### config.mk
export PLATFORM = sky130hd
export DESIGN_NAME = material_index_compactor
export DESIGN_NICKNAME = d
export VERILOG_FILES = /design/src/design/mic_pkg.sv /design/src/design/mic_ctrl.sv /design/src/design/mic_datapath.sv /design/src/design/material_index_compactor.sv
export SDC_FILE = /design/constraint.sdc
export NUM_CORES = 1
export LEC_CHECK = 0
export ABC_CLOCK_PERIOD_IN_PS = 4700
export BUFFER_PORTS_ARGS = -buffer_cell sky130_fd_sc_hd__buf_2
export CORE_AREA = 2 2 287 346
export CTS_CLUSTER_DIAMETER = 30
export DETAILED_ROUTE_END_ITERATION = 8
export DIE_AREA = 0 0 289 348
export GPL_TIMING_DRIVEN = 0
export SETUP_SLACK_MARGIN = 0.05
export SKIP_CTS_REPAIR_TIMING = 1
export SYNTH_ARGS = -nofsm -noshare
export SYNTH_HDL_FRONTEND = slang
export SYNTH_SLANG_ARGS = --single-unit
### constraint.sdc
create_clock -name i_clk -period 4.7 [get_ports i_clk]
set_input_delay 0.94 -clock i_clk [delete_from_list [all_inputs] [get_ports i_clk]]
set_output_delay 0.94 -clock i_clk [all_outputs]
set_load 0.05 [all_outputs]
### src/design/mic_pkg.sv
`timescale 1ns / 1ps

package mic_pkg;

    localparam int MAX_MATERIALS_DEF = 64;
    localparam int COUNT_BITS_DEF    = 17;

    // fixed field widths
    localparam int CMD_W = 3;
    localparam int IDX_W = 7;
    localparam int POS_W = 6;
    localparam int NUM_W = 7;
    localparam int ORG_W = 6;

    typedef enum logic [CMD_W-1:0] {
        CMD_CLEAR    = 3'd0,
        CMD_COUNT    = 3'd1,
        CMD_FINALIZE = 3'd2,
        CMD_REMAP    = 3'd3,
        CMD_READ     = 3'd4
    } t_cmd;

    typedef enum logic [1:0] {
        ST_IDLE,
        ST_EXEC,
        ST_WALK,
        ST_FIN
    } t_state;

    // controller -> datapath
    typedef struct packed {
        logic load;
        logic exec;
        logic walk;
        logic fin;
    } t_dp_ctl;

    // datapath -> controller
    typedef struct packed {
        logic walk_last;
    } t_dp_sts;

endpackage

### src/design/mic_ctrl.sv
`timescale 1ns / 1ps

module mic_ctrl
    import mic_pkg::*;
(
    input  logic             i_clk,
    input  logic             i_rst_n,
    input  logic             start,
    input  logic [CMD_W-1:0] i_cmd,
    input  t_dp_sts          i_sts,
    output t_dp_ctl          o_ctl,
    output logic             busy
);

    t_state r_state;
    t_state n_state;

    always_ff @(posedge i_clk) begin
        if (!i_rst_n) begin
            r_state <= ST_IDLE;
        end else begin
            r_state <= n_state;
        end
    end

    always_comb begin
        n_state = r_state;
        o_ctl   = '0;
        busy    = 1'b1;
        unique case (r_state)
            ST_IDLE: begin
                busy = 1'b0;
                if (start) begin
                    o_ctl.load = 1'b1;
                    if (i_cmd == CMD_FINALIZE) begin
                        n_state = ST_WALK;
                    end else begin
                        n_state = ST_EXEC;
                    end
                end
            end
            ST_EXEC: begin
                o_ctl.exec = 1'b1;
                n_state    = ST_IDLE;
            end
            ST_WALK: begin
                o_ctl.walk = 1'b1;
                if (i_sts.walk_last) begin
                    n_state = ST_FIN;
                end
            end
            ST_FIN: begin
                o_ctl.fin = 1'b1;
                n_state   = ST_IDLE;
            end
            default: begin
                n_state = ST_IDLE;
            end
        endcase
    end

endmodule

### src/design/mic_datapath.sv
`timescale 1ns / 1ps

module mic_datapath
    import mic_pkg::*;
#(
    parameter int MAX_MATERIALS = MAX_MATERIALS_DEF,
    parameter int COUNT_BITS    = COUNT_BITS_DEF
) (
    input  logic                    i_clk,
    input  logic                    i_rst_n,
    input  t_dp_ctl                 i_ctl,
    output t_dp_sts                 o_sts,
    input  logic [CMD_W-1:0]        i_cmd,
    input  logic signed [IDX_W-1:0] i_material_index,
    input  logic [POS_W-1:0]        i_map_position,
    output logic                    o_valid,
    output logic signed [IDX_W-1:0] o_new_index,
    output logic [NUM_W-1:0]        o_used_count,
    output logic                    o_remap_applied,
    output logic [ORG_W-1:0]        o_import_index,
    output logic                    o_error
);

    localparam int AW = (MAX_MATERIALS > 1) ? $clog2(MAX_MATERIALS) : 1;
    localparam logic [COUNT_BITS-1:0] COUNT_MAX = {COUNT_BITS{1'b1}};
    localparam logic [AW-1:0] LAST_SLOT = AW'(MAX_MATERIALS - 1);

    // storage
    logic [COUNT_BITS-1:0]   m_counts [MAX_MATERIALS];
    logic signed [NUM_W-1:0] m_o2d    [MAX_MATERIALS];
    logic [ORG_W-1:0]        m_d2o    [MAX_MATERIALS];

    // latched request and read data
    logic [CMD_W-1:0]        r_cmd;
    logic signed [IDX_W-1:0] r_idx;
    logic [POS_W-1:0]        r_pos;
    logic [COUNT_BITS-1:0]   r_cnt_rd;
    logic signed [NUM_W-1:0] r_o2d_rd;
    logic [ORG_W-1:0]        r_d2o_rd;

    // control state
    logic [MAX_MATERIALS-1:0] r_cnt_vld, n_cnt_vld;
    logic [NUM_W-1:0]         r_slots, n_slots;
    logic [NUM_W-1:0]         r_dense_total, n_dense_total;
    logic                     r_comp, n_comp;
    logic [AW-1:0]            r_walk, n_walk;
    logic [NUM_W-1:0]         r_n, n_n;
    logic                     r_valid, n_valid;

    // result registers
    logic signed [IDX_W-1:0]  r_new_index, n_new_index;
    logic [NUM_W-1:0]         r_used, n_used;
    logic                     r_applied, n_applied;
    logic [ORG_W-1:0]         r_import, n_import;
    logic                     r_err, n_err;

    logic [AW-1:0]            w_in_idx_addr;
    logic [AW-1:0]            w_in_pos_addr;
    logic [AW-1:0]            w_idx_addr;
    logic                     w_idx_neg;
    logic                     w_idx_oor;
    logic [COUNT_BITS-1:0]    w_cnt_cur;
    logic [NUM_W-1:0]         w_idx_plus1;
    logic                     w_slot_used;
    logic                     w_cnt_we;
    logic [COUNT_BITS-1:0]    w_cnt_wdata;

    assign w_in_idx_addr = AW'(i_material_index[IDX_W-2:0]);
    assign w_in_pos_addr = AW'(i_map_position);
    assign w_idx_addr    = AW'(r_idx[IDX_W-2:0]);
    assign w_idx_neg     = r_idx[IDX_W-1];
    assign w_idx_oor     = !w_idx_neg &&
                           (32'(r_idx[IDX_W-2:0]) >= 32'(MAX_MATERIALS));
    assign w_cnt_cur     = r_cnt_vld[w_idx_addr] ? r_cnt_rd : '0;
    assign w_idx_plus1   = {1'b0, r_idx[IDX_W-2:0]} + NUM_W'(1);
    assign w_slot_used   = r_cnt_vld[r_walk] && (32'(r_walk) < 32'(r_slots));
    assign w_cnt_we      = i_ctl.exec && (r_cmd == CMD_COUNT) && !w_idx_neg && !w_idx_oor;
    assign w_cnt_wdata   = (w_cnt_cur == COUNT_MAX) ? w_cnt_cur : w_cnt_cur + 1'b1;

    assign o_sts.walk_last = (r_walk == LAST_SLOT);

    always_comb begin
        n_cnt_vld     = r_cnt_vld;
        n_slots       = r_slots;
        n_dense_total = r_dense_total;
        n_comp        = r_comp;
        n_walk        = r_walk;
        n_n           = r_n;
        n_valid       = 1'b0;
        n_new_index   = -IDX_W'(1);
        n_used        = '0;
        n_applied     = r_comp;
        n_import      = '0;
        n_err         = 1'b0;

        if (i_ctl.load) begin
            n_walk = '0;
            n_n    = '0;
        end

        if (i_ctl.exec) begin
            n_valid = 1'b1;
            unique case (r_cmd)
                CMD_CLEAR: begin
                    n_cnt_vld = '0;
                    n_slots   = '0;
                end
                CMD_COUNT: begin
                    if (w_idx_oor) begin
                        n_err = 1'b1;
                    end else if (!w_idx_neg) begin
                        n_cnt_vld[w_idx_addr] = 1'b1;
                        if (w_idx_plus1 > r_slots) begin
                            n_slots = w_idx_plus1;
                        end
                    end
                end
                CMD_REMAP: begin
                    if (w_idx_oor) begin
                        n_err = 1'b1;
                    end else if (!w_idx_neg) begin
                        n_new_index = r_comp ? r_o2d_rd : r_idx;
                    end
                end
                CMD_READ: begin
                    if ((NUM_W'(r_pos) < r_dense_total) &&
                        (32'(r_pos) < 32'(MAX_MATERIALS))) begin
                        n_import = r_d2o_rd;
                    end else begin
                        n_err = 1'b1;
                    end
                end
                default: begin
                end
            endcase
        end

        if (i_ctl.walk) begin
            n_walk = r_walk + 1'b1;
            if (w_slot_used) begin
                n_n = r_n + 1'b1;
            end
        end

        if (i_ctl.fin) begin
            n_valid = 1'b1;
            n_used  = r_n;
            if (r_n == r_slots) begin
                n_dense_total = '0;
                n_comp        = 1'b0;
            end else begin
                n_dense_total = r_n;
                n_comp        = 1'b1;
            end
            n_applied = n_comp;
        end
    end

    always_ff @(posedge i_clk) begin
        if (!i_rst_n) begin
            r_cnt_vld     <= '0;
            r_slots       <= '0;
            r_dense_total <= '0;
            r_comp        <= 1'b0;
            r_valid       <= 1'b0;
        end else begin
            r_cnt_vld     <= n_cnt_vld;
            r_slots       <= n_slots;
            r_dense_total <= n_dense_total;
            r_comp        <= n_comp;
            r_valid       <= n_valid;
        end
    end

    always_ff @(posedge i_clk) begin
        r_walk      <= n_walk;
        r_n         <= n_n;
        r_new_index <= n_new_index;
        r_used      <= n_used;
        r_applied   <= n_applied;
        r_import    <= n_import;
        r_err       <= n_err;
        if (i_ctl.load) begin
            r_cmd <= i_cmd;
            r_idx <= i_material_index;
            r_pos <= i_map_position;
        end
    end

    // memory reads issued in the accept cycle
    always_ff @(posedge i_clk) begin
        if (i_ctl.load) begin
            r_cnt_rd <= m_counts[w_in_idx_addr];
            r_o2d_rd <= m_o2d[w_in_idx_addr];
            r_d2o_rd <= m_d2o[w_in_pos_addr];
        end
    end

    always_ff @(posedge i_clk) begin
        if (w_cnt_we) begin
            m_counts[w_idx_addr] <= w_cnt_wdata;
        end
    end

    // finalize: one slot per cycle
    always_ff @(posedge i_clk) begin
        if (i_ctl.walk) begin
            m_o2d[r_walk] <= w_slot_used ? signed'(r_n) : -NUM_W'(1);
        end
    end

    always_ff @(posedge i_clk) begin
        if (i_ctl.walk && w_slot_used) begin
            m_d2o[AW'(r_n)] <= ORG_W'(r_walk);
        end
    end

    assign o_valid         = r_valid;
    assign o_new_index     = r_new_index;
    assign o_used_count    = r_used;
    assign o_remap_applied = r_applied;
    assign o_import_index  = r_import;
    assign o_error         = r_err;

endmodule

### src/design/material_index_compactor.sv
`timescale 1ns / 1ps
// Channel   Handshake            Ports
// request   start & !busy        i_cmd, i_material_index, i_map_position
// result    o_valid (1 cycle)    o_new_index, o_used_count, o_remap_applied,
//                                o_import_index, o_error
//
// Clear, count, remap, read: accept issues the registered memory read, ST_EXEC
// uses it and registers the strobe; no new request is taken while in ST_EXEC.
// Finalize walks the histogram one slot per cycle in ST_WALK, then strobes from ST_FIN.
// Reset (synchronous, i_rst_n low) empties the histogram at once via valid bits.
// Results are not held: the receiver takes each one in its strobe cycle.

module material_index_compactor
    import mic_pkg::*;
#(
    parameter int MAX_MATERIALS = MAX_MATERIALS_DEF,
    parameter int COUNT_BITS    = COUNT_BITS_DEF
) (
    input  logic                    i_clk,
    input  logic                    i_rst_n,
    input  logic                    start,
    output logic                    busy,
    input  logic [CMD_W-1:0]        i_cmd,
    input  logic signed [IDX_W-1:0] i_material_index,
    input  logic [POS_W-1:0]        i_map_position,
    output logic                    o_valid,
    output logic signed [IDX_W-1:0] o_new_index,
    output logic [NUM_W-1:0]        o_used_count,
    output logic                    o_remap_applied,
    output logic [ORG_W-1:0]        o_import_index,
    output logic                    o_error
);

    t_dp_ctl w_ctl;
    t_dp_sts w_sts;

    mic_ctrl u_ctrl (
        .i_clk   (i_clk),
        .i_rst_n (i_rst_n),
        .start   (start),
        .i_cmd   (i_cmd),
        .i_sts   (w_sts),
        .o_ctl   (w_ctl),
        .busy    (busy)
    );

    mic_datapath #(
        .MAX_MATERIALS (MAX_MATERIALS),
        .COUNT_BITS    (COUNT_BITS)
    ) u_datapath (
        .i_clk            (i_clk),
        .i_rst_n          (i_rst_n),
        .i_ctl            (w_ctl),
        .o_sts            (w_sts),
        .i_cmd            (i_cmd),
        .i_material_index (i_material_index),
        .i_map_position   (i_map_position),
        .o_valid          (o_valid),
        .o_new_index      (o_new_index),
        .o_used_count     (o_used_count),
        .o_remap_applied  (o_remap_applied),
        .o_import_index   (o_import_index),
        .o_error          (o_error)
    );

endmodule

==> results of run 1 <==
[cell type report]
type	instances	area, µm²	share of cell area (%)
Sequential cell	978	28260	60.43
Multi-Input combinational cell	865	9901	21.17
Clock buffer	184	4210	9.004
Tap cell	1280	1602	3.425
Clock inverter	118	1446	3.093
Timing Repair Buffer	68	658.1	1.407
Buffer	130	581.8	1.244
Inverter	28	105.1	0.2248
[how the worst max path moves through the flow]
stage,from,to,slack [ns],depth (start not counted)
after detailed placement,u_datapath.r_walk[1],u_datapath.m_o2d[13][3],0.03,9
final,u_datapath.r_walk[3],u_datapath.m_d2o[26][1],0.16,9
after floorplan,u_datapath.r_walk[1],u_datapath.m_o2d[0][2],0.58,8
after global placement,u_datapath.r_walk[2],u_datapath.m_o2d[42][2],-2.31,8
after CTS,u_datapath.r_walk[1],u_datapath.m_o2d[43][1],0.001,9
after global routing,u_datapath.r_walk[3],u_datapath.m_d2o[21][4],-0.07,9
[stage by stage]
stage                     instances  utilization, %
after floorplan                2001               -
after global placement         3322           41.48
after detailed placement       3338           41.90
after CTS                      3640           47.71
after global routing           3651           48.00
final                          3651           48.00
[registers in the layout (all words and copies together), names as in the netlist, 7 cells and up]
signal / flops
u_datapath.r_cnt_vld: 64
u_datapath.o_new_index: 7
u_datapath.m_d2o: 384
u_datapath.r_n: 7
u_datapath.r_idx: 7
u_datapath.m_o2d: 448
u_datapath.o_used_count: 7
u_datapath.r_o2d_rd: 7
u_datapath.r_dense_total: 7
u_datapath.r_slots: 7
[power groups by stage]
stage	combinational (µW)	clock, µW	sequential, µW
floorplan	535	0	9730
global placement	802	0	9780
detailed placement	927	0	9720
CTS	929	12100	9550
global route	983	12500	9540
finish	922	12000	9550
[logic make-up (layout without fill, tap and decap cells)]
logic type	after synthesis	after routing	synth area share [%]
AO/OA/AOI/OAI	138	138	2.236
XOR/XNOR	15	15	0.3403
adder cells (fa/ha/maj)	20	20	0.6481
buffers and inverters	158	528	1.779
flip-flops	978	978	73.18
multiplexers	303	303	16.74
AND/OR/NAND/NOR	389	389	5.075
[placed cells by master, fill, tap and decap left out, types with 15 or more instances in the layout]
cell type / count
edfxtp_1: 867
clkbuf_1: 84
nand2_1: 35
buf_2: 73
bufinv_16: 18
ha_1: 20
nand3b_1: 20
nand3_1: 20
a21oi_1: 79
nor4_1: 24
nor2_1: 163
clkinv_4: 15
buf_1: 25
nor4_2: 35
clkinv_2: 21
mux2i_1: 28
inv_1: 28
clkinv_1: 15
dfxtp_1: 111
inv_6: 15
mux4_2: 274
clkinvlp_4: 16
nor2b_1: 28
clkbuf_16: 165
[critical path: cells and delay by family (launching register included)]
family	cells	cell delay (ns)
AO/OA/AOI/OAI	3	0.60
buffers and inverters	3	0.86
flip-flops	1	0.90
AND/OR/NAND/NOR	3	1.76
[routing by layer]
metal	global-route usage (%)	part of all wire, %	vias up
met5	0	0	-
li1	-	-	8666
met3	3.876	6.2	185
met2	30.58	49	796
met1	25.15	41	10622
met4	6.796	3.2	0
==> run metrics, run 1 <==
run status=completed; Cell Int Power=between 15000 and 20000 µW; Post-Syn Instances=around 2000; Yosys cell types=58; Post-synth top flop=edfxtp_1; Ys Warns=0; Diodes inserted=0; min cycle time layout=around 4.5 ns; # nets final=2273; Fmax achieved=220.0 MHz; max cap viols=0; final hold slack=about 0.38 ns; Max stage delay on crit path=1.06 ns; most instantiated library cell after synthesis=edfxtp_1; routed len/inst=25.61 µm; reg2reg path depth=9; critical path's slowest cell=nor4_1; CTS sink cnt=978; number of global-route vias before repair=21038; Hold Path Class=input pin to register; HPWL Detailed=a little over 60000 µm; most frequent CP cell=buf_2; pwr dens=479.4 nW/µm²; Reg2Reg Setup Slack=0.16 ns; Slew HR=under 10%; critical path class=register to register; sequential group share of total power=42.6%; Yosys top cell by area=edfxtp_1; initial core utilization=39.63%; Power, Total=22420 µW; Clock transition at path regs=approximately 0.050 ns; syn_area_per_cell=19.30 µm²; fraction of layout cells with a size suffix above 1=29.65%; DP Area=40820 µm²; area delta synth->final=21.11%; largest net degree at the start of global routing=65; Final Instance Area=46760 µm²; Leakage=0.01535 µW; Mapped Nets=2040; top-area cell type share of the netlist area=67.43%; Root Buffer Master=clkbuf_16; worst slew pin tran=between 1 and 1.5 ns; grt total ovfl=0; WP data required=5.04 ns; # IOs=43; Syn Std Cell Area=38610 µm²; Clock power frac=53.3%; Clock Skew=about 0.050 ns; Switching Share=between 20 and 25%; register area share after synthesis=about three quarters; synthesis-stage register bit count=978; RePlAce Congestion=between 0.8 and 0.9; # setup viols final=0; drt total wl=between 90000 and 100000 µm; Longest Clk Path Bufs=3; CTS tree=built; initial detailed-routing violation count=1968; critical path arrival=between 4 and 5 ns; share of the clock period used by the worst path=96.70%; via/cell ratio=approximately 5.6; DR DRC count=0; DP Worst Slack=between 0.02 and 0.03 ns; Die W=289 µm; Routed Antenna Nets=0; final-report hold violation count=0; DR vias=20269; VDD IR max=0.3466 mV; post-route setup slack=0.1553 ns; H-tree depth=4; Critical Path Sink Type=register; Synth top cells by count=edfxtp_1, mux4_2, nor2_1, dfxtp_1, a21oi_1; initial antenna violation count=1; total CTS buffers=163; WHS Path Cells=1; Cell Chain, Critical Path=buf_2 > nand3_1 > a21oi_1 > nand3_1 > o211ai_2 > o32ai_4 > buf_2 > buf_2 > nor4_1; Worst R2R End=u_datapath.m_d2o[26][1]; Die H=348 µm; Clock Latency Late Sink=0.75 ns; Async SR Flop Fraction=0%; worst min-delay path startpoint=i_material_index[6]; CP Max Fanout=17; Logic pwr share=4.1%; max-slew violation count=0; Post-synth EDFFs=867; P_sw=4965 µW; first-pass iteration count of the detailed router=7; fillcell total=7973; std cell rows=126; Critical R2R Launch=u_datapath.r_walk[3]; DIE AREA=100600 µm²; top post-synthesis cells by area=edfxtp_1, mux4_2, dfxtp_1; unrepaired setup endpoints after global routing=yes; first-pass GRT wire length=between 100000 and 150000 µm; Hold EP=u_datapath.r_idx[6]; GR Util All Layers=18.83%; setup tns final=0 ns; port bufs=41; crit start category=register; CORE AREA=97430 µm²
Power figures use the tool's default switching activity.
==> run 2, diff against run 1 <==
--- a/config.mk
+++ b/config.mk
@@ -7,13 +7,14 @@
 export LEC_CHECK = 0
 export ABC_CLOCK_PERIOD_IN_PS = 4700
 export BUFFER_PORTS_ARGS = -buffer_cell sky130_fd_sc_hd__buf_2
-export CORE_AREA = 2 2 287 346
+export CORE_AREA = 2 2 287 345
 export CTS_CLUSTER_DIAMETER = 30
 export DETAILED_ROUTE_END_ITERATION = 8
-export DIE_AREA = 0 0 289 348
+export DIE_AREA = 0 0 289 347
 export GPL_TIMING_DRIVEN = 0
 export SETUP_SLACK_MARGIN = 0.05
 export SKIP_CTS_REPAIR_TIMING = 1
 export SYNTH_ARGS = -nofsm -noshare
 export SYNTH_HDL_FRONTEND = slang
+export SYNTH_HIERARCHICAL = 1
 export SYNTH_SLANG_ARGS = --single-unit
==> run 2 against run 1 <==
  * Flip-flop and latch count stayed put
  * Largest power group unchanged
  * Synthesized area is 0.38% lower
  * Sequential share of layout area is 0.11 points lower
  * Critical endpoint is now u_datapath/m_d2o[27][0]
  * Via count fell by 2.1%
  * First-iteration DRC count decreased by 10%
  * Die area down 0.29%
  * Clock skew rose by 0.011 ns
  * Global-route usage down 0.096 points
  * Count of clock-buffer cells in the layout is 10 higher
==> run metrics, run 2 <==
post-layout util=48.47% (+0.47 points); synthesis-stage register bit count=978 (unchanged); routed len/inst=25.52 µm (-0.33%); largest net degree at the start of global routing=41 (-37%); Async SR Flop Fraction=0% (unchanged); std cell rows=125 (-0.79%); # nets final=2254 (-0.84%); critical path arrival=4.76 ns (-0.12 ns); simple logic cell fraction of the synthesized area=4.795% (-0.28 points); Fmax achieved=228.0 MHz (+3.6%); initial detailed-routing violation count=1767 (-10%); Clock Latency Late Sink=0.76 ns (about the same); crit start category=register; Synth top cells by count=edfxtp_1, mux4_2, nor2_1, dfxtp_1, a21oi_1; max reg flops=448 (unchanged); H-tree depth=4 (unchanged); fillcell total=7963 (-0.13%); GR Util All Layers=18.73% (-0.096 points); final hold slack=0.3839 ns (+0.001984 ns); register area share after synthesis=73.46% (+0.28 points); commonest non-fill, non-tap cell in the layout=edfxtp_1; min cycle time layout=4.386 ns (-0.1586 ns); setup tns final=0 ns (unchanged); CTS tree=built; Longest Clk Path Bufs=3 (unchanged); mux share of post-synthesis cell area=17.29% (+0.55 points); XOR/XNOR Fraction of Synth Area=0.3416% (+0.0013 points); total CTS buffers=169 (+3.7%); unrepaired setup endpoints after global routing=no; max-slew violation count=0 (unchanged); area delta synth->final=21.79%; Biggest register=u_datapath/m_o2d; Post-synth top flop=edfxtp_1; Yosys top cell by area=edfxtp_1; drt total wl=92650 µm (-0.90%); CORE AREA=96660 µm² (-0.79%); Critical Path Sink Type=register; Post-synth EDFFs=867 (unchanged); adder-cell share of the synthesized area=0.6506% (+0.0025 points); Die H=347 µm (-0.29%); Diodes inserted=0 (unchanged); first-pass iteration count of the detailed router=5 (-2); # setup viols final=0 (unchanged); Root Buffer Master=clkbuf_16; GR Layer Usage met3=3.515% (-0.36 points); worst slew pin tran=1.286 ns (-0.06911 ns); Yosys cell types=64 (+10%); largest family of logic cells by synthesized area=multiplexers; VDD IR max=0.4298 mV (+24%); CP Max Fanout=12 (-5); top-area cell type share of the netlist area=67.69% (+0.26 points); DR vias=19841 (-2.1%); max cap viols=0 (unchanged); CTS sink cnt=978 (unchanged); HPWL Detailed=62740 µm (+1.2%); Hold Path Class=input pin to register; run status=completed; top post-synthesis cells by area=edfxtp_1, mux4_2, dfxtp_1; number of global-route vias before repair=20799 (-1.1%); initial antenna violation count=1 (unchanged); GRT Max-Usage Layer=met2; Ys Warns=6 (+6); Compound-Gate Fraction of Synth Area=1.887% (-0.35 points); DIE AREA=100300 µm² (-0.29%); first-pass GRT wire length=136300 µm (-1.5%); grt met2 use=32.53% (+1.9 points); Slew HR=13.61% (+4.8 points); syn_area_per_cell=19.47 µm² (+0.88%); Clock Skew=0.06106 ns (+0.01087 ns); Leakage=0.01551 µW (+1.0%); RePlAce Congestion=0.8293 (-0.92%); share of the clock period used by the worst path=93.32% (-3.4 points); initial core utilization=39.80% (+0.17 points); most frequent cells in the layout=edfxtp_1, mux4_2, nor2_1, clkbuf_16, dfxtp_1; # IOs=43 (unchanged); Post-Syn Instances=1976 (-1.2%); via/cell ratio=5.466 (-1.5%); final-report hold violation count=0 (unchanged); DR DRC count=0 (unchanged); fraction of layout cells with a size suffix above 1=29.53% (-0.12 points); Die W=289 µm (unchanged); pwr dens=494.1 nW/µm² (+3.1%); Routed Antenna Nets=0 (unchanged); most instantiated library cell after synthesis=edfxtp_1; WP data required=5.08 ns (+0.04 ns); port bufs=42 (+2.4%); critical path class=register to register; Mapped Nets=2015 (-1.2%); M1 GR Usage=23.29% (-1.9 points); biggest regs=u_datapath/m_o2d: 448 flops, u_datapath/m_d2o: 384 flops, u_datapath/r_cnt_vld: 64 flops; Syn Std Cell Area=38460 µm² (-0.38%); grt total ovfl=0 (unchanged); Clock transition at path regs=0.05 ns (about the same)
-- run 2: cell types whose count changed after synthesis, sizes merged, moves of 5 or more --
cell,before,now
a211oi,8,1
a21oi,79,74
a22oi,11,1
and2,5,16
buf,63,47
mux4,274,283
nand2,35,61
nand3b,20,9
nor2,163,223
nor2b,28,11
nor4,59,1
or2,11,3
-- run 2: area by class of cell --
type | instances | area [µm²] | share of cell area (%)
Buffer | 110 | 511.7 | 1.092
Clock buffer | 194 | 4469 | 9.540
Clock inverter | 122 | 1516 | 3.237
Inverter | 25 | 93.84 | 0.2003
Multi-Input combinational cell | 863 | 9642 | 20.58
Sequential cell | 978 | 28260 | 60.32
Tap cell | 1270 | 1589 | 3.392
Timing Repair Buffer | 68 | 768.2 | 1.640
-- run 2: routing by layer --
layer	share of wire, %	vias up
li1	-	8502
met1	39	10491
met2	53	696
met3	5.7	150
met4	2.6	2
met5	0.015	-
-- run 2: cells by family after synthesis --
family | after synthesis
XOR/XNOR | 15
multiplexers | 310
flip-flops | 978
adder cells (fa/ha/maj) | 20
AND/OR/NAND/NOR | 399
buffers and inverters | 135
AO/OA/AOI/OAI | 119
-- run 2: power by group --
group | switching, µW | internal (µW)
logic | 600 | 398
registers | 31.9 | 9570
clock network | 4290 | 8260
total | 4920 | 18200
-- run 2: path summary, 6_finish.rpt --
kind,start,endpoint,slack [ns],depth (start not counted)
max,u_datapath/r_walk[1],u_datapath/m_d2o[27][0],0.31,9
min,i_map_position[3],u_datapath/r_pos[3],0.38,1
max reg2reg,u_datapath/r_walk[1],u_datapath/m_d2o[27][0],0.31,9
min reg2reg,u_datapath/r_cnt_vld[54],u_datapath/r_cnt_vld[54],0.46,2
-- run 2: worst max-delay path: stages, from the launching register on --
cell	delay (ns)
edfxtp_1	0.74
clkbuf_1	0.48
clkbuf_1	0.50
mux4_2	0.33
a22oi_1	0.07
and4_1	0.19
a32oi_2	0.28
buf_6	0.20
nand4_2	0.51
nor2_1	0.71
-- run 2: metrics by stage --
stage	worst slack, ns	instance area, µm²	power, µW	instances
2_1_floorplan	0.6484	38460	10350	1976
3_3_place_gp	-1.674	40260	10690	3288
3_5_place_dp	0.07449	40840	10770	3312
4_1_cts	0.1467	46830	23350	3628
5_1_grt	0.1405	46850	23800	3630
6_report	0.3139	46850	23150	3630
==> run 3, diff against run 2 <==
--- a/config.mk
+++ b/config.mk
@@ -5,12 +5,12 @@
 export SDC_FILE = /design/constraint.sdc
 export NUM_CORES = 1
 export LEC_CHECK = 0
+export ABC_AREA = 1
 export ABC_CLOCK_PERIOD_IN_PS = 4700
 export BUFFER_PORTS_ARGS = -buffer_cell sky130_fd_sc_hd__buf_2
-export CORE_AREA = 2 2 287 345
-export CTS_CLUSTER_DIAMETER = 30
+export CORE_AREA = 2 2 292 351
 export DETAILED_ROUTE_END_ITERATION = 8
-export DIE_AREA = 0 0 289 347
+export DIE_AREA = 0 0 294 353
 export GPL_TIMING_DRIVEN = 0
 export SETUP_SLACK_MARGIN = 0.05
 export SKIP_CTS_REPAIR_TIMING = 1
==> run 3 against run 2 <==
  * Sequential power hardly changed
  * Global-route usage is 6.1 points higher
  * Critical path depth is 1 higher
  * Synthesized cell count increased by 78%
  * Clock power is 37% lower
  * Die area increased by 3.5%
  * Hold slack improved by 0.050 ns
  * Critical path type unchanged
  * Largest cell class unchanged
==> run metrics, run 3 <==
via/cell ratio=5.697 (+4.2%); Top Family by Delay on Critical Path=simple AND/OR/NAND/NOR gates; Diodes inserted=0 (unchanged); Critical Path Sink Type=register; Clock power frac=42.2% (-12 points); final hold slack=0.4337 ns (+0.04980 ns); min cycle time layout=4.245 ns (-0.1407 ns); critical path arrival=4.65 ns (-0.11 ns); Clock transition at path regs=0.07 ns (+0.02 ns); # IOs=43 (unchanged); reg2reg path depth=10 (+1); setup tns final=0 ns (unchanged); first-pass iteration count of the detailed router=5 (unchanged); Worst R2R End=u_datapath/m_o2d[17][4]; Cell Int Power=14500 µW (-20%); top-area cell type share of the netlist area=65.26% (-2.4 points); RePlAce Congestion=0.9851 (+19%); VDD IR max=0.3273 mV (-24%); Logic pwr share=7.3% (+3.0 points); critical path class=register to register; Syn Std Cell Area=39890 µm² (+3.7%); Yosys cell types=38 (-41%); Biggest register=u_datapath/m_o2d; CP Max Fanout=36 (+24); P_sw=4443 µW (-9.7%); GR Util All Layers=24.87% (+6.1 points); sequential group share of total power=50.6% (+9.1 points); # nets final=3727 (+65%); area delta synth->final=14.45%; most instantiated library cell after synthesis=edfxtp_1; Die W=294 µm (+1.7%); Longest Clk Path Bufs=3 (unchanged); DR DRC count=0 (unchanged); DR vias=28876 (+46%); CP bufs+invs=3 (unchanged); worst min-delay path startpoint=u_datapath/r_d2o_rd[0]; grt total ovfl=0 (unchanged); H-tree depth=3 (-1); Switching Share=23.46% (+2.2 points); Clock Skew=0.04830 ns (-0.01277 ns); Hold EP=u_datapath/o_import_index[0]; std cell rows=128 (+2.4%); top post-synthesis cells by area=edfxtp_1, o21ai_0, nor2_1; DIE AREA=103800 µm² (+3.5%); Yosys top cell by area=edfxtp_1; Post-Syn Instances=3521 (+78%); Die H=353 µm (+1.7%); Root Buffer Master=clkbuf_16; pwr dens=414.8 nW/µm² (-16%); CTS sink cnt=978 (unchanged); register area share after synthesis=70.83% (-2.6 points); total CTS buffers=96 (-43%); initial detailed-routing violation count=3587 (+100%); fillcell total=9210 (+16%); WP data required=5.11 ns (+0.03 ns); crit start category=register; post-layout util=45.33% (-3.1 points); initial antenna violation count=0 (-1); Async SR Flop Fraction=0% (unchanged); Reg2Reg Setup Slack=0.45 ns (+0.14 ns); fraction of layout cells with a size suffix above 1=8.092% (-21 points); Synth top cells by count=edfxtp_1, nor2_1, nand2_1, o21ai_0, o22ai_1; initial core utilization=39.60% (-0.19 points); port bufs=42 (unchanged); syn_area_per_cell=11.33 µm² (-42%); final-report hold violation count=0 (unchanged); worst slew pin tran=1.284 ns (-0.001665 ns); max cap viols=0 (unchanged); Slew HR=13.72% (+0.11 points); largest net degree at the start of global routing=65 (+59%); Cell Chain, Critical Path=inv_1 > nor3_1 > o21ai_1 > nand2_1 > nor2_1 > nand2_2 > nand2_1 > inv_1 > nand2_2 > buf_12; Clock Latency Late Sink=0.69 ns (-0.07 ns); CORE AREA=100700 µm² (+4.2%); share of the clock period used by the worst path=90.33% (-3.0 points); Post-synth top flop=edfxtp_1; Routed Antenna Nets=0 (unchanged); drt total wl=131400 µm (+42%); Ys Warns=6 (unchanged); most frequent cells in the layout=edfxtp_1, nor2_1, o21ai_0, nand2_1, o22ai_1; Critical R2R Launch=u_datapath/r_walk[5]; synthesis-stage register bit count=978 (unchanged); Hold Path Class=register to register; max-slew violation count=0 (unchanged); unrepaired setup endpoints after global routing=no; Mapped Nets=3560 (+77%); WHS Path Cells=2 (+1); run status=completed; critical path's slowest cell=edfxtp_1; max reg flops=448 (unchanged); first-pass GRT wire length=186200 µm (+37%); biggest regs=u_datapath/m_o2d: 448 flops, u_datapath/m_d2o: 384 flops, u_datapath/r_cnt_vld: 64 flops; Post-synth EDFFs=867 (unchanged); CTS tree=built; # setup viols final=0 (unchanged); commonest non-fill, non-tap cell in the layout=edfxtp_1; HPWL Detailed=90070 µm (+44%); Leakage=0.01554 µW (+0.19%); number of global-route vias before repair=27097 (+30%); routed len/inst=25.93 µm (+1.6%); Fmax achieved=235.5 MHz (+3.3%); Max stage delay on crit path=1.01 ns (+0.27 ns)
run 3: worst max path at each step:
stage,start,end,slack (ns),depth (start not counted)
floorplan,u_datapath/r_walk[0],u_datapath/m_o2d[0][0],1.23,12
global placement,u_datapath/r_walk[0],u_datapath/m_o2d[52][2],-1.73,12
detailed placement,u_datapath/r_walk[5],u_datapath/m_o2d[16][4],0.56,10
CTS,u_datapath/r_walk[5],u_datapath/m_o2d[18][0],0.50,10
global route,u_datapath/r_walk[5],u_datapath/m_o2d[17][4],0.32,10
finish,u_datapath/r_walk[5],u_datapath/m_o2d[17][4],0.45,10
run 3: worst register-to-register path, stage by stage (launching register included):
cell      delay (ns)
edfxtp_1        1.01
inv_1           0.22
nor3_1          0.86
o21ai_1         0.16
nand2_1         0.11
nor2_1          0.06
nand2_2         0.14
nand2_1         0.14
inv_1           0.29
nand2_2         0.54
buf_12          0.40
run 3: power by group through the flow:
stage | logic, µW | registers [µW] | clock network (µW)
6_report | 1380 | 9580 | 7980
5_1_grt | 1460 | 9570 | 8400
4_1_cts | 1350 | 9580 | 8090
3_5_place_dp | 1350 | 9760 | 0
3_3_place_gp | 1210 | 9850 | 0
2_1_floorplan | 675 | 9780 | 0
run 3: per-stage QoR:
step           instances  worst slack (ns)  total power (µW)  area (µm²)
2_1_floorplan       3521             1.227             10460       39890
3_3_place_gp        4863            -1.727             11050       41730
3_5_place_dp        4890            0.5626             11110       42380
4_1_cts             5069            0.4995             19020       45660
5_1_grt             5069            0.3203             19440       45660
6_report            5069            0.4546             18940       45660
run 3: logic make-up (layout without fill, tap and decap cells):
| logic type | after synthesis | count (layout) | share of synthesized area, % |
|---|---|---|---|
| and+or+nand+nor | 1286 | 1286 | 12.93 |
| DFF | 978 | 978 | 70.83 |
| AOI/OAI and AO/OA | 862 | 862 | 11.65 |
| buffers and inverters | 362 | 610 | 3.673 |
| adders and majority gates | 20 | 20 | 0.6273 |
| xor gates and xnor gates | 13 | 13 | 0.2854 |
run 3: final cells by class:
type | count | area [µm²] | share of cell area, %
Clock inverter | 59 | 673.1 | 1.474
Sequential cell | 978 | 28260 | 61.89
Timing Repair Buffer | 69 | 788.3 | 1.726
Multi-Input combinational cell | 2181 | 10240 | 22.43
Tap cell | 1300 | 1627 | 3.562
Inverter | 162 | 620.6 | 1.359
Buffer | 200 | 844.6 | 1.850
Clock buffer | 120 | 2608 | 5.711
run 3: per-layer routing:
metal	routed length (µm)	track usage, %	vias to the layer above
met5	0	0	-
met4	6576	11.50	0
met3	10650	3.587	341
met2	63470	41.57	1470
met1	50750	31.95	14252
li1	-	-	12813
